$ cat src/rtl/vtcs_pkg.sv
// shared types and constants of the voxel terrain column span block
// no dependencies; used by every module under rtl
`default_nettype none

package vtcs_pkg;

  // field widths of the beats
  localparam int COL_W  = 10;
  localparam int Z_W    = 10;
  localparam int HGT_W  = 8;
  localparam int CH_W   = 8;
  localparam int SPAN_W = 9;
  localparam int IN_W   = 56;
  localparam int OUT_W  = 56;

  // configuration port
  localparam int CFG_ADDR_W = 3;
  localparam int CFG_DATA_W = 11;
  localparam int EYE_W      = 10;
  localparam int HOR_W      = 11;
  localparam int FAR_W      = 11;

  localparam logic [CFG_ADDR_W-1:0] CFG_EYE_HEIGHT   = 3'd0;
  localparam logic [CFG_ADDR_W-1:0] CFG_HORIZON_ROW  = 3'd1;
  localparam logic [CFG_ADDR_W-1:0] CFG_FAR_DISTANCE = 3'd2;
  localparam logic [CFG_ADDR_W-1:0] CFG_FOG_RED      = 3'd3;
  localparam logic [CFG_ADDR_W-1:0] CFG_FOG_GREEN    = 3'd4;
  localparam logic [CFG_ADDR_W-1:0] CFG_FOG_BLUE     = 3'd5;

  // arithmetic widths
  localparam int PNUM_W = 23;  // signed projection numerator
  localparam int ZSQ_W  = 20;  // z squared
  localparam int DIVR_W = 22;  // divisor, far distance squared at most
  localparam int REM_W  = 23;  // partial remainder
  localparam int QUO_W  = 21;  // quotient bits of the projection divide
  localparam int PROD_W = 30;  // blend partial products
  localparam int DNUM_W = 31;  // signed blend numerator

  localparam logic signed [PNUM_W-1:0] HEIGHT_SCALE = 23'sd400;

  // divider step counts
  localparam int CNT_W      = 5;
  localparam int PROJ_STEPS = QUO_W;
  localparam int CHAN_STEPS = CH_W;

  // colour channel select
  localparam logic [1:0] CH_RED   = 2'd0;
  localparam logic [1:0] CH_GREEN = 2'd1;
  localparam logic [1:0] CH_BLUE  = 2'd2;

  typedef struct packed {
    logic       load_in;
    logic       prep;
    logic       pdiv_start;
    logic       div_step;
    logic       row_take;
    logic       chan_mul;
    logic       chan_sum;
    logic       cdiv_start;
    logic       chan_store;
    logic       emit;
    logic [1:0] chan_sel;
  } vtcs_cmd_t;

  typedef struct packed {
    logic visible;
    logic out_free;
  } vtcs_stat_t;

endpackage

`default_nettype wire

$ cat src/rtl/vtcs_div.sv
// shared restoring divider, one quotient bit per cycle while step is high
// depends on vtcs_pkg for widths
`default_nettype none

module vtcs_div (
  input  logic                          clk,
  input  logic                          load,
  input  logic                          step,
  input  logic [vtcs_pkg::REM_W-1:0]    init_rem,
  input  logic [vtcs_pkg::QUO_W-1:0]    init_shift,
  input  logic [vtcs_pkg::DIVR_W-1:0]   divisor,
  output logic [vtcs_pkg::QUO_W-1:0]    quotient
);

  logic [vtcs_pkg::REM_W-1:0]  rem_r;
  logic [vtcs_pkg::REM_W-1:0]  rem_nxt;
  logic [vtcs_pkg::REM_W-1:0]  trial;
  logic [vtcs_pkg::QUO_W-1:0]  sh_r;
  logic [vtcs_pkg::QUO_W-1:0]  quo_r;
  logic [vtcs_pkg::DIVR_W-1:0] dvs_r;
  logic                        fits;

  // bring down the next dividend bit and try a subtract
  always_comb begin
    trial   = {rem_r[vtcs_pkg::REM_W-2:0], sh_r[vtcs_pkg::QUO_W-1]};
    fits    = trial >= vtcs_pkg::REM_W'(dvs_r);
    rem_nxt = fits ? trial - vtcs_pkg::REM_W'(dvs_r) : trial;
  end

  always_ff @(posedge clk) begin
    if (load) begin
      rem_r <= init_rem;
      sh_r  <= init_shift;
      dvs_r <= divisor;
      quo_r <= '0;
    end else if (step) begin
      rem_r <= rem_nxt;
      sh_r  <= {sh_r[vtcs_pkg::QUO_W-2:0], 1'b0};
      quo_r <= {quo_r[vtcs_pkg::QUO_W-2:0], fits};
    end
  end

  assign quotient = quo_r;

endmodule

`default_nettype wire

$ cat src/rtl/vtcs_ctrl.sv
// sequencer of the span block: steps the datapath through projection and fog
// depends on vtcs_pkg for command and status structs
`default_nettype none

module vtcs_ctrl (
  input  logic                 clk,
  input  logic                 rst_n,
  input  logic                 in_tvalid,
  output logic                 in_tready,
  input  vtcs_pkg::vtcs_stat_t stat,
  output vtcs_pkg::vtcs_cmd_t  cmd
);

  localparam logic [3:0] S_IDLE   = 4'd0;
  localparam logic [3:0] S_PREP   = 4'd1;
  localparam logic [3:0] S_PSTART = 4'd2;
  localparam logic [3:0] S_PDIV   = 4'd3;
  localparam logic [3:0] S_ROW    = 4'd4;
  localparam logic [3:0] S_TEST   = 4'd5;
  localparam logic [3:0] S_CMUL   = 4'd6;
  localparam logic [3:0] S_CSUM   = 4'd7;
  localparam logic [3:0] S_CSTART = 4'd8;
  localparam logic [3:0] S_CDIV   = 4'd9;
  localparam logic [3:0] S_CSTORE = 4'd10;
  localparam logic [3:0] S_EMIT   = 4'd11;

  logic [3:0]                 state_r, state_nxt;
  logic [vtcs_pkg::CNT_W-1:0] cnt_r, cnt_nxt;
  logic [1:0]                 ch_r, ch_nxt;

  always_comb begin
    cmd          = '0;
    cmd.chan_sel = ch_r;
    state_nxt    = state_r;
    cnt_nxt      = cnt_r;
    ch_nxt       = ch_r;
    in_tready    = 1'b0;
    unique case (state_r)
      S_IDLE: begin
        in_tready = 1'b1;
        if (in_tvalid) begin
          cmd.load_in = 1'b1;
          state_nxt   = S_PREP;
        end
      end
      S_PREP: begin
        cmd.prep  = 1'b1;
        state_nxt = S_PSTART;
      end
      S_PSTART: begin
        cmd.pdiv_start = 1'b1;
        cnt_nxt        = vtcs_pkg::CNT_W'(vtcs_pkg::PROJ_STEPS - 1);
        state_nxt      = S_PDIV;
      end
      S_PDIV: begin
        cmd.div_step = 1'b1;
        if (cnt_r == '0) begin
          state_nxt = S_ROW;
        end else begin
          cnt_nxt = cnt_r - 1'b1;
        end
      end
      S_ROW: begin
        cmd.row_take = 1'b1;
        state_nxt    = S_TEST;
      end
      S_TEST: begin
        if (stat.visible) begin
          ch_nxt    = vtcs_pkg::CH_RED;
          state_nxt = S_CMUL;
        end else begin
          state_nxt = S_IDLE;
        end
      end
      S_CMUL: begin
        cmd.chan_mul = 1'b1;
        state_nxt    = S_CSUM;
      end
      S_CSUM: begin
        cmd.chan_sum = 1'b1;
        state_nxt    = S_CSTART;
      end
      S_CSTART: begin
        cmd.cdiv_start = 1'b1;
        cnt_nxt        = vtcs_pkg::CNT_W'(vtcs_pkg::CHAN_STEPS - 1);
        state_nxt      = S_CDIV;
      end
      S_CDIV: begin
        cmd.div_step = 1'b1;
        if (cnt_r == '0) begin
          state_nxt = S_CSTORE;
        end else begin
          cnt_nxt = cnt_r - 1'b1;
        end
      end
      S_CSTORE: begin
        cmd.chan_store = 1'b1;
        if (ch_r == vtcs_pkg::CH_BLUE) begin
          state_nxt = S_EMIT;
        end else begin
          ch_nxt    = ch_r + 1'b1;
          state_nxt = S_CMUL;
        end
      end
      S_EMIT: begin
        if (stat.out_free) begin
          cmd.emit  = 1'b1;
          state_nxt = S_IDLE;
        end
      end
      default: begin
        state_nxt = S_IDLE;
      end
    endcase
  end

  always_ff @(posedge clk) begin
    if (!rst_n) begin
      state_r <= S_IDLE;
      cnt_r   <= '0;
      ch_r    <= vtcs_pkg::CH_RED;
    end else begin
      state_r <= state_nxt;
      cnt_r   <= cnt_nxt;
      ch_r    <= ch_nxt;
    end
  end

endmodule

`default_nettype wire

$ cat src/rtl/vtcs_dp.sv
// datapath of the span block: config registers, projection, occlusion row,
// fog blend and output register; depends on vtcs_pkg and vtcs_div
`default_nettype none

module vtcs_dp #(
  parameter int SCREEN_HEIGHT = 480
) (
  input  logic                                clk,
  input  logic                                rst_n,
  input  logic                                cfg_we,
  input  logic [vtcs_pkg::CFG_ADDR_W-1:0]     cfg_addr,
  input  logic [vtcs_pkg::CFG_DATA_W-1:0]     cfg_wdata,
  input  logic [vtcs_pkg::IN_W-1:0]           in_tdata,
  input  logic                                out_tready,
  output logic                                out_tvalid,
  output logic [vtcs_pkg::OUT_W-1:0]          out_tdata,
  input  vtcs_pkg::vtcs_cmd_t                 cmd,
  output vtcs_pkg::vtcs_stat_t                stat
);

  localparam int ROW_W = $clog2(SCREEN_HEIGHT);
  localparam logic [ROW_W-1:0] ROW_MAX = ROW_W'(SCREEN_HEIGHT - 1);
  localparam logic [vtcs_pkg::QUO_W-1:0] QUO_ROW_MAX =
    vtcs_pkg::QUO_W'(SCREEN_HEIGHT - 1);

  // configuration
  logic [vtcs_pkg::EYE_W-1:0]        eye_r;
  logic signed [vtcs_pkg::HOR_W-1:0] hor_r;
  logic [vtcs_pkg::FAR_W-1:0]        far_r;
  logic [vtcs_pkg::CH_W-1:0]         fog_red_r, fog_green_r, fog_blue_r;

  // sample
  logic [vtcs_pkg::COL_W-1:0] col_r;
  logic [vtcs_pkg::Z_W-1:0]   z_r;
  logic [vtcs_pkg::HGT_W-1:0] h_r;
  logic [vtcs_pkg::CH_W-1:0]  cr_r, cg_r, cb_r;
  logic [vtcs_pkg::Z_W-1:0]   z_in;

  // arithmetic
  logic signed [vtcs_pkg::PNUM_W-1:0] pnum_r, pnum_nxt;
  logic signed [vtcs_pkg::PNUM_W-1:0] eye_s, h_s, hor_s, z_s;
  logic [vtcs_pkg::ZSQ_W-1:0]         zsq_r;
  logic [vtcs_pkg::DIVR_W-1:0]        fsq_r;
  logic [vtcs_pkg::FAR_W-1:0]         far_eff;
  logic [ROW_W-1:0]                   row_r, row_nxt, occ_r;
  logic [vtcs_pkg::CH_W-1:0]          c_sel, fog_sel;
  logic signed [vtcs_pkg::PROD_W-1:0] diff_x, zsq_x, prodf_r;
  logic [vtcs_pkg::PROD_W-1:0]        prodc_r;
  logic signed [vtcs_pkg::DNUM_W-1:0] dnum_r, dnum_nxt;
  logic                               zero_r, sat_r;
  logic [vtcs_pkg::CH_W-1:0]          chan_res;
  logic [vtcs_pkg::CH_W-1:0]          ch_red_r, ch_green_r, ch_blue_r;

  // divider hookup
  logic                         div_load;
  logic [vtcs_pkg::REM_W-1:0]   div_rem;
  logic [vtcs_pkg::QUO_W-1:0]   div_shift;
  logic [vtcs_pkg::DIVR_W-1:0]  div_dvs;
  logic [vtcs_pkg::QUO_W-1:0]   quo;

  // output register
  logic                         out_valid_r;
  logic [vtcs_pkg::COL_W-1:0]   out_col_r;
  logic [ROW_W-1:0]             out_top_r, out_bot_r;
  logic [vtcs_pkg::CH_W-1:0]    out_red_r, out_green_r, out_blue_r;

  always_ff @(posedge clk) begin
    if (!rst_n) begin
      eye_r       <= 10'd200;
      hor_r       <= 11'sd120;
      far_r       <= 11'd300;
      fog_red_r   <= '0;
      fog_green_r <= '0;
      fog_blue_r  <= '0;
    end else if (cfg_we) begin
      unique case (cfg_addr)
        vtcs_pkg::CFG_EYE_HEIGHT:   eye_r       <= cfg_wdata[vtcs_pkg::EYE_W-1:0];
        vtcs_pkg::CFG_HORIZON_ROW:  hor_r       <= signed'(cfg_wdata[vtcs_pkg::HOR_W-1:0]);
        vtcs_pkg::CFG_FAR_DISTANCE: far_r       <= cfg_wdata[vtcs_pkg::FAR_W-1:0];
        vtcs_pkg::CFG_FOG_RED:      fog_red_r   <= cfg_wdata[vtcs_pkg::CH_W-1:0];
        vtcs_pkg::CFG_FOG_GREEN:    fog_green_r <= cfg_wdata[vtcs_pkg::CH_W-1:0];
        vtcs_pkg::CFG_FOG_BLUE:     fog_blue_r  <= cfg_wdata[vtcs_pkg::CH_W-1:0];
        default: ;
      endcase
    end
  end

  assign z_in = in_tdata[19:10];

  always_comb begin
    // projection numerator (eye - h) * 400 + horizon * z
    eye_s    = signed'(vtcs_pkg::PNUM_W'(eye_r));
    h_s      = signed'(vtcs_pkg::PNUM_W'(h_r));
    hor_s    = vtcs_pkg::PNUM_W'(hor_r);
    z_s      = signed'(vtcs_pkg::PNUM_W'(z_r));
    pnum_nxt = (eye_s - h_s) * vtcs_pkg::HEIGHT_SCALE + hor_s * z_s;
    far_eff  = (far_r == '0) ? vtcs_pkg::FAR_W'(1) : far_r;

    // row clamp: non-positive numerator lands on row 0
    if (pnum_r[vtcs_pkg::PNUM_W-1] || pnum_r == '0) begin
      row_nxt = '0;
    end else if (quo > QUO_ROW_MAX) begin
      row_nxt = ROW_MAX;
    end else begin
      row_nxt = quo[ROW_W-1:0];
    end

    unique case (cmd.chan_sel)
      vtcs_pkg::CH_RED: begin
        c_sel   = cr_r;
        fog_sel = fog_red_r;
      end
      vtcs_pkg::CH_GREEN: begin
        c_sel   = cg_r;
        fog_sel = fog_green_r;
      end
      default: begin
        c_sel   = cb_r;
        fog_sel = fog_blue_r;
      end
    endcase
    diff_x   = signed'(vtcs_pkg::PROD_W'(fog_sel)) - signed'(vtcs_pkg::PROD_W'(c_sel));
    zsq_x    = signed'(vtcs_pkg::PROD_W'(zsq_r));
    dnum_nxt = signed'(vtcs_pkg::DNUM_W'(prodc_r)) + vtcs_pkg::DNUM_W'(prodf_r);

    // saturated or non-positive channels bypass the quotient
    if (zero_r) begin
      chan_res = '0;
    end else if (sat_r) begin
      chan_res = '1;
    end else begin
      chan_res = quo[vtcs_pkg::CH_W-1:0];
    end

    div_load = cmd.pdiv_start | cmd.cdiv_start;
    if (cmd.cdiv_start) begin
      div_rem   = vtcs_pkg::REM_W'(dnum_r[vtcs_pkg::PROD_W-1:vtcs_pkg::CHAN_STEPS]);
      div_shift = {dnum_r[vtcs_pkg::CHAN_STEPS-1:0],
                   {(vtcs_pkg::QUO_W - vtcs_pkg::CHAN_STEPS){1'b0}}};
      div_dvs   = fsq_r;
    end else begin
      div_rem   = '0;
      div_shift = pnum_r[vtcs_pkg::QUO_W-1:0];
      div_dvs   = vtcs_pkg::DIVR_W'(z_r);
    end
  end

  vtcs_div u_div (
    .clk        (clk),
    .load       (div_load),
    .step       (cmd.div_step),
    .init_rem   (div_rem),
    .init_shift (div_shift),
    .divisor    (div_dvs),
    .quotient   (quo)
  );

  // payload registers
  always_ff @(posedge clk) begin
    if (cmd.load_in) begin
      col_r <= in_tdata[9:0];
      z_r   <= (z_in == '0) ? vtcs_pkg::Z_W'(1) : z_in;
      h_r   <= in_tdata[27:20];
      cr_r  <= in_tdata[35:28];
      cg_r  <= in_tdata[43:36];
      cb_r  <= in_tdata[51:44];
    end
    if (cmd.prep) begin
      pnum_r <= pnum_nxt;
      zsq_r  <= vtcs_pkg::ZSQ_W'(z_r) * vtcs_pkg::ZSQ_W'(z_r);
      fsq_r  <= vtcs_pkg::DIVR_W'(far_eff) * vtcs_pkg::DIVR_W'(far_eff);
    end
    if (cmd.row_take) begin
      row_r <= row_nxt;
    end
    if (cmd.chan_mul) begin
      prodc_r <= vtcs_pkg::PROD_W'(c_sel) * vtcs_pkg::PROD_W'(fsq_r);
      prodf_r <= diff_x * zsq_x;
    end
    if (cmd.chan_sum) begin
      dnum_r <= dnum_nxt;
    end
    if (cmd.cdiv_start) begin
      zero_r <= dnum_r[vtcs_pkg::DNUM_W-1] || dnum_r == '0;
      sat_r  <= dnum_r[vtcs_pkg::PROD_W-1:0] >= {fsq_r, {vtcs_pkg::CH_W{1'b0}}};
    end
    if (cmd.chan_store) begin
      unique case (cmd.chan_sel)
        vtcs_pkg::CH_RED:   ch_red_r   <= chan_res;
        vtcs_pkg::CH_GREEN: ch_green_r <= chan_res;
        default:            ch_blue_r  <= chan_res;
      endcase
    end
    if (cmd.emit) begin
      out_col_r   <= col_r;
      out_top_r   <= row_r;
      out_bot_r   <= occ_r;
      out_red_r   <= ch_red_r;
      out_green_r <= ch_green_r;
      out_blue_r  <= ch_blue_r;
    end
  end

  // occlusion row and output valid
  always_ff @(posedge clk) begin
    if (!rst_n) begin
      occ_r       <= ROW_MAX;
      out_valid_r <= 1'b0;
    end else begin
      if (cmd.prep && z_r == vtcs_pkg::Z_W'(1)) begin
        occ_r <= ROW_MAX;
      end else if (cmd.emit) begin
        occ_r <= row_r;
      end
      if (cmd.emit) begin
        out_valid_r <= 1'b1;
      end else if (out_tready) begin
        out_valid_r <= 1'b0;
      end
    end
  end

  assign stat.visible  = row_r < occ_r;
  assign stat.out_free = !out_valid_r || out_tready;

  assign out_tvalid = out_valid_r;
  assign out_tdata  = {4'b0, out_blue_r, out_green_r, out_red_r,
                       vtcs_pkg::SPAN_W'(out_bot_r), vtcs_pkg::SPAN_W'(out_top_r),
                       out_col_r};

endmodule

`default_nettype wire

$ cat src/rtl/voxel_terrain_column_spans_top.sv
// top level of the voxel terrain column span block
// depends on vtcs_pkg, vtcs_ctrl, vtcs_dp (which holds vtcs_div)
//
// usage:
// - in_* carries one ray-march sample per beat; step depth 1 (or 0) opens a
//   new screen column and resets that column's occlusion row to the bottom
// - out_* carries one vertical span per visible sample: rows top (inclusive)
//   to bottom (exclusive) of one column, filled with the fogged colour
// - cfg_* writes camera and fog registers; write only while the block is idle
// - one sample is worked at a time; in_tready is high only between samples
// - a hidden sample runs prep, divide, row and test before in_tready returns
// - a visible sample adds three colour passes until its span sits in the
//   output register; the next sample is taken while that span still waits
// - the time goes to one shared restoring divider, one quotient bit per
//   cycle: 21 bits for the row projection, 8 bits for each colour channel
// - a stalled out_tready holds the span in the output register; a further
//   visible sample waits at its last step until that register frees up
// - synchronous reset clears the sequencer, empties the output register,
//   restores the register defaults and puts the occlusion row at the bottom
`default_nettype none

module voxel_terrain_column_spans_top #(
  parameter int SCREEN_HEIGHT = 480
) (
  input  logic                              clk,
  input  logic                              rst_n,
  // sample beats
  input  logic                              in_tvalid,
  output logic                              in_tready,
  // column, step_depth, height_sample, color_red, color_green, color_blue
  input  logic [vtcs_pkg::IN_W-1:0]         in_tdata,
  // span beats
  output logic                              out_tvalid,
  input  logic                              out_tready,
  // span_column, span_top, span_bottom, out_red, out_green, out_blue
  output logic [vtcs_pkg::OUT_W-1:0]        out_tdata,
  // register writes
  input  logic                              cfg_we,
  input  logic [vtcs_pkg::CFG_ADDR_W-1:0]   cfg_addr,
  input  logic [vtcs_pkg::CFG_DATA_W-1:0]   cfg_wdata
);

  // commands down from the sequencer, status back up
  vtcs_pkg::vtcs_cmd_t  cmd;
  vtcs_pkg::vtcs_stat_t stat;

  vtcs_ctrl u_ctrl (
    .clk       (clk),
    .rst_n     (rst_n),
    .in_tvalid (in_tvalid),
    .in_tready (in_tready),
    .stat      (stat),
    .cmd       (cmd)
  );

  vtcs_dp #(
    .SCREEN_HEIGHT (SCREEN_HEIGHT)
  ) u_dp (
    .clk        (clk),
    .rst_n      (rst_n),
    .cfg_we     (cfg_we),
    .cfg_addr   (cfg_addr),
    .cfg_wdata  (cfg_wdata),
    .in_tdata   (in_tdata),
    .out_tready (out_tready),
    .out_tvalid (out_tvalid),
    .out_tdata  (out_tdata),
    .cmd        (cmd),
    .stat       (stat)
  );

  // the sequencer must leave idle once it has taken a sample
  a_accept_leaves_idle: assert property (@(posedge clk) disable iff (!rst_n)
    (in_tvalid && in_tready) |=> !in_tready)
    else $error("sample accepted but sequencer stayed ready");

  // a span needs the full divide, so it never shows up right after a beat in
  a_no_instant_span: assert property (@(posedge clk) disable iff (!rst_n)
    $rose(out_tvalid) |-> !$past(in_tvalid && in_tready))
    else $error("span appeared one cycle after a sample beat");

  // a span always covers at least one row; checked while SCREEN_HEIGHT <= 512
  a_span_order: assert property (@(posedge clk) disable iff (!rst_n)
    (out_tvalid && SCREEN_HEIGHT <= 512) |-> (out_tdata[18:10] < out_tdata[27:19]))
    else $error("span top not above span bottom");

endmodule

`default_nettype wire
$ cat config.mk
export PLATFORM = sky130hd
export DESIGN_NAME = voxel_terrain_column_spans_top
export DESIGN_NICKNAME = d
export VERILOG_FILES = /design/src/rtl/vtcs_pkg.sv /design/src/rtl/vtcs_div.sv /design/src/rtl/vtcs_ctrl.sv /design/src/rtl/vtcs_dp.sv /design/src/rtl/voxel_terrain_column_spans_top.sv
export SDC_FILE = /design/constraint.sdc
export NUM_CORES = 2
export LEC_CHECK = 0
export BUFFER_PORTS_ARGS = -buffer_cell sky130_fd_sc_hd__buf_2
export CORE_MARGIN = 5
export CORE_UTILIZATION = 41
export DETAILED_ROUTE_END_ITERATION = 16
export PLACE_DENSITY = 0.65
export SLEW_MARGIN = 20
export SYNTH_ARGS = -nofsm -noshare
export SYNTH_HDL_FRONTEND = slang
export SYNTH_SLANG_ARGS = --single-unit
export TNS_END_PERCENT = 10
$ cat constraint.sdc
create_clock -name clk -period 16.35 [get_ports clk]
set_input_delay 4.905 -clock clk [delete_from_list [all_inputs] [get_ports clk]]
set_output_delay 4.905 -clock clk [all_outputs]
set_load 0.02 [all_outputs]
==> Flow_metrics.wiki <==
{| class="wikitable"
! Metric !! Value
|-
| Outcome || completed
|-
| IO Pins || 133
|-
| Layout area overhead || 9.279%
|-
| Fill cell count || approximately 9.6k
|-
| Remaining number of nets flagged by the antenna check after routing || 0
|-
| Cell count after synthesis || 4202
|-
| Worst hold start || u_dp.ch_red_r[0]
|-
| Share of the yosys chip area belonging to registers || 30.09%
|-
| Clock slew seen by the registers of the worst setup and hold paths || 60 ps
|-
| Cell count of the worst hold path || 0
|-
| Layout cells sized above 1 || under 10%
|-
| Kind of end point of the critical path || flip-flop
|-
| Start of the worst register-to-register path || u_ctrl.ch_r[0]
|-
| Clk sink count || roughly 460
|-
| Gates resized, CTS repair || 0
|-
| Core region area || 102000 µm²
|-
| RSZ-0062 raised after global routing || no
|-
| Time the final worst path needs with I/O delays and setup || between 9000 and 10000 ps
|-
| Synthesis warning total || 0
|-
| Std cell rows || 117
|-
| Sum of net half-perimeters after detailed placement || about 76 mm
|-
| Crit. path cell count || 37
|-
| Data arrival time of the critical path || 9720 ps
|-
| Number of antenna violations at the first check in global routing || 5
|-
| Via count of the first global-routing pass || 30.51k
|-
| Library cells used by synthesis || 78
|-
| Clock buffer count from CTS || 50
|-
| Number of design-rule violations left by the first detailed-router iteration || 1710
|-
| Measured slew at the worst slew-check pin || 1163 ps
|-
| Synthesized area || 42250 µm²
|-
| Worst path slowest cell || sky130_fd_sc_hd__nand2_1
|-
| Delay of the slowest critical-path stage || slightly below 700 ps
|-
| Count of flip-flops with a built-in enable after synthesis || 358
|-
| Max_cap viols || 0
|-
| Hold violation count in the final report || 0
|-
| Hold WC Path Type || flip-flop to flip-flop
|-
| Setup skew after layout || 38.14 ps
|-
| Cell taking the most area after synthesis || sky130_fd_sc_hd__edfxtp_1
|-
| Post-route DRC violation count || 0
|-
| Ratio of final minimum period to clock period || 57.22%
|-
| Setup tns final || 0 ps
|-
| Count of buffers added by post-CTS timing repair for setup || 0
|-
| Core utilization of the finished layout || 45.25%
|-
| Crit Path Max Fanout || 21
|-
| Post-synthesis average cell area || 10.05 µm²
|-
| Count of hold-fix buffers inserted at cts || 0
|-
| Max-slew violations || 0
|-
| Worst slew margin relative to its limit || between 20% and 30%
|-
| Average vias per placed instance || 5.182
|-
| R2R cell count || 37
|-
| Final setup violation count || 0
|-
| Total via count after detailed routing || about 30k
|-
| Final weighted congestion in routability-driven placement || 0.8899
|-
| Final nets || 5276
|-
| Cell at the root of the clock tree || sky130_fd_sc_hd__clkbuf_16
|-
| Insertion delay to the later sink of the worst-skew pair || 620 ps
|-
| Number of levels in the clock H-tree || 2
|-
| Startpoint types || flip-flop
|-
| Largest cells by area after synthesis || sky130_fd_sc_hd__edfxtp_1 25%, sky130_fd_sc_hd__fa_1 23%, sky130_fd_sc_hd__ha_1 13%
|-
| Wirelength, routed || 98.31 mm
|-
| Area share of the leading cell type in the synthesized netlist || 25.45%
|-
| Y dimension of the die || 331.0 µm
|-
| Global-route wire length before repair || 160.1 mm
|-
| Average detailed-routed wire length per instance || 17.23 µm
|-
| Starting utilization of the core area || 41.40%
|-
| Total grt overflow || 0
|-
| Origin of the worst setup path || u_ctrl.ch_r[0]
|-
| Kind of cell adding the most delay to the critical path || adder cells
|-
| Achievable frequency || 0.1069 GHz
|-
| Worst EP required || 16720 ps
|-
| Drt first pass iters || 6
|-
| Largest buffer count on any clock path || 3
|-
| Critical setup path kind || flip-flop to flip-flop
|-
| Width of the die || 331.0 µm
|-
| Die Area || roughly 110000 µm²
|-
| Worst hold slack || 419.0 ps
|-
| Flip-flop cell with the highest count after synthesis || sky130_fd_sc_hd__edfxtp_1
|-
| Count of port buffers added during placement || around 120
|-
| Maximum number of pins on one net before global-route repair || 61
|-
| Clock tree from TritonCTS || built
|-
| Critical path buffers and inverters || 7
|-
| Share of synthesized registers carrying an async set or reset || 0%
|-
| Synthesis-stage register bit count || 456
|-
| GRT Resource Usage Total || between 10% and 20%
|}
metal layers:
metal | up-vias | share of wire, % | track usage, %
met3 | 128 | 5.2 | 2.095
li1 | 14060 | - | -
met4 | 2 | 2.2 | 4.113
met2 | 664 | 49 | 32.26
met5 | - | 0.011 | 0
met1 | 14715 | 43 | 24.03
synth_stat cells (11+ instances only):
cell	n
sky130_fd_sc_hd__o21ai_0	111
sky130_fd_sc_hd__nand4_1	20
sky130_fd_sc_hd__a31oi_1	22
sky130_fd_sc_hd__nor4_1	26
sky130_fd_sc_hd__nor3_1	45
sky130_fd_sc_hd__o21bai_1	22
sky130_fd_sc_hd__o211ai_1	18
sky130_fd_sc_hd__fa_1	476
sky130_fd_sc_hd__xor2_1	45
sky130_fd_sc_hd__inv_1	584
sky130_fd_sc_hd__or2_2	11
sky130_fd_sc_hd__a211oi_1	13
sky130_fd_sc_hd__and3_1	12
sky130_fd_sc_hd__xnor2_1	145
sky130_fd_sc_hd__dfxtp_1	98
sky130_fd_sc_hd__nand3_1	50
sky130_fd_sc_hd__edfxtp_1	358
sky130_fd_sc_hd__nand2b_1	57
sky130_fd_sc_hd__buf_1	12
sky130_fd_sc_hd__a21oi_1	195
sky130_fd_sc_hd__ha_1	430
sky130_fd_sc_hd__or3_1	12
sky130_fd_sc_hd__o21a_1	30
sky130_fd_sc_hd__a22oi_1	22
sky130_fd_sc_hd__a21o_1	70
sky130_fd_sc_hd__nor2_1	261
sky130_fd_sc_hd__clkbuf_1	124
sky130_fd_sc_hd__nor2b_1	48
sky130_fd_sc_hd__nand2_1	498
sky130_fd_sc_hd__a22o_1	36
sky130_fd_sc_hd__and2_1	225
sequential cells by signal (all words and copies together), names as in the netlist, 10 cells and up:
register             count
u_dp.prodf_r            30
u_dp.u_div.quotient     21
u_dp.dnum_r             31
u_dp.out_col_r          10
u_dp.zsq_r              19
u_dp.u_div.sh_r         21
u_dp.col_r              10
u_dp.u_div.rem_r        22
u_dp.pnum_r             23
u_dp.eye_r              10
u_dp.far_r              11
u_dp.hor_r              11
u_dp.fsq_r              21
u_dp.prodc_r            30
u_dp.u_div.dvs_r        22
u_dp.z_r                10
final timing paths:
path,slack [ps],to
worst max-delay path,6990,u_dp.prodf_r[29]
worst min-delay path,420,u_dp.out_red_r[0]
worst max register to register,6990,u_dp.prodf_r[29]
worst min register to register,420,u_dp.out_red_r[0]
kinds of logic (layout without fill, tap and decap cells):
logic type	count (synthesis)	in the layout	share of synthesized area, %
simple gates	1291	1291	14.45
fa+ha+maj	906	906	35.29
buf+inv	727	842	6.501
compound gates	622	622	9.510
flops	456	456	30.09
xor+xnor	190	190	3.939
mux	8	8	0.1955
other cells	2	23	0.01778
final cells by class:
cell class                      count  area (µm²)  area share [%]
Multi-Input combinational cell   3039       26920           58.32
Inverter                          585        2196           4.756
Antenna cell                        1       2.502        0.005420
Clock buffer                       61        1323           2.865
Timing Repair Buffer              163       933.4           2.022
Clock inverter                     33       365.4          0.7914
Sequential cell                   456       12710           27.54
Tap cell                         1368        1712           3.708
through the flow:
stage / area [µm²] / cells / setup slack [ps]
finish: 46170 / 5706 / 6995
CTS: 46130 / 5704 / 7060
detailed placement: 44440 / 5610 / 7071
floorplan: 42320 / 4222 / 8097
global route: 46160 / 5705 / 6351
global placement: 44440 / 5610 / 7184
layout by cell type, fill, tap and decap left out, types with 98 or more instances in the layout:
master,instances
sky130_fd_sc_hd__nand2_1,498
sky130_fd_sc_hd__fa_1,476
sky130_fd_sc_hd__edfxtp_1,358
sky130_fd_sc_hd__ha_1,430
sky130_fd_sc_hd__dfxtp_1,98
sky130_fd_sc_hd__and2_1,224
sky130_fd_sc_hd__inv_1,582
sky130_fd_sc_hd__o21ai_0,111
sky130_fd_sc_hd__a21oi_1,192
sky130_fd_sc_hd__buf_2,124
sky130_fd_sc_hd__nor2_1,260
sky130_fd_sc_hd__xnor2_1,145
Power is left out: the tool's default activity adds up to more than one toggle a clock period on the data nets, which glitch-free logic cannot reach.
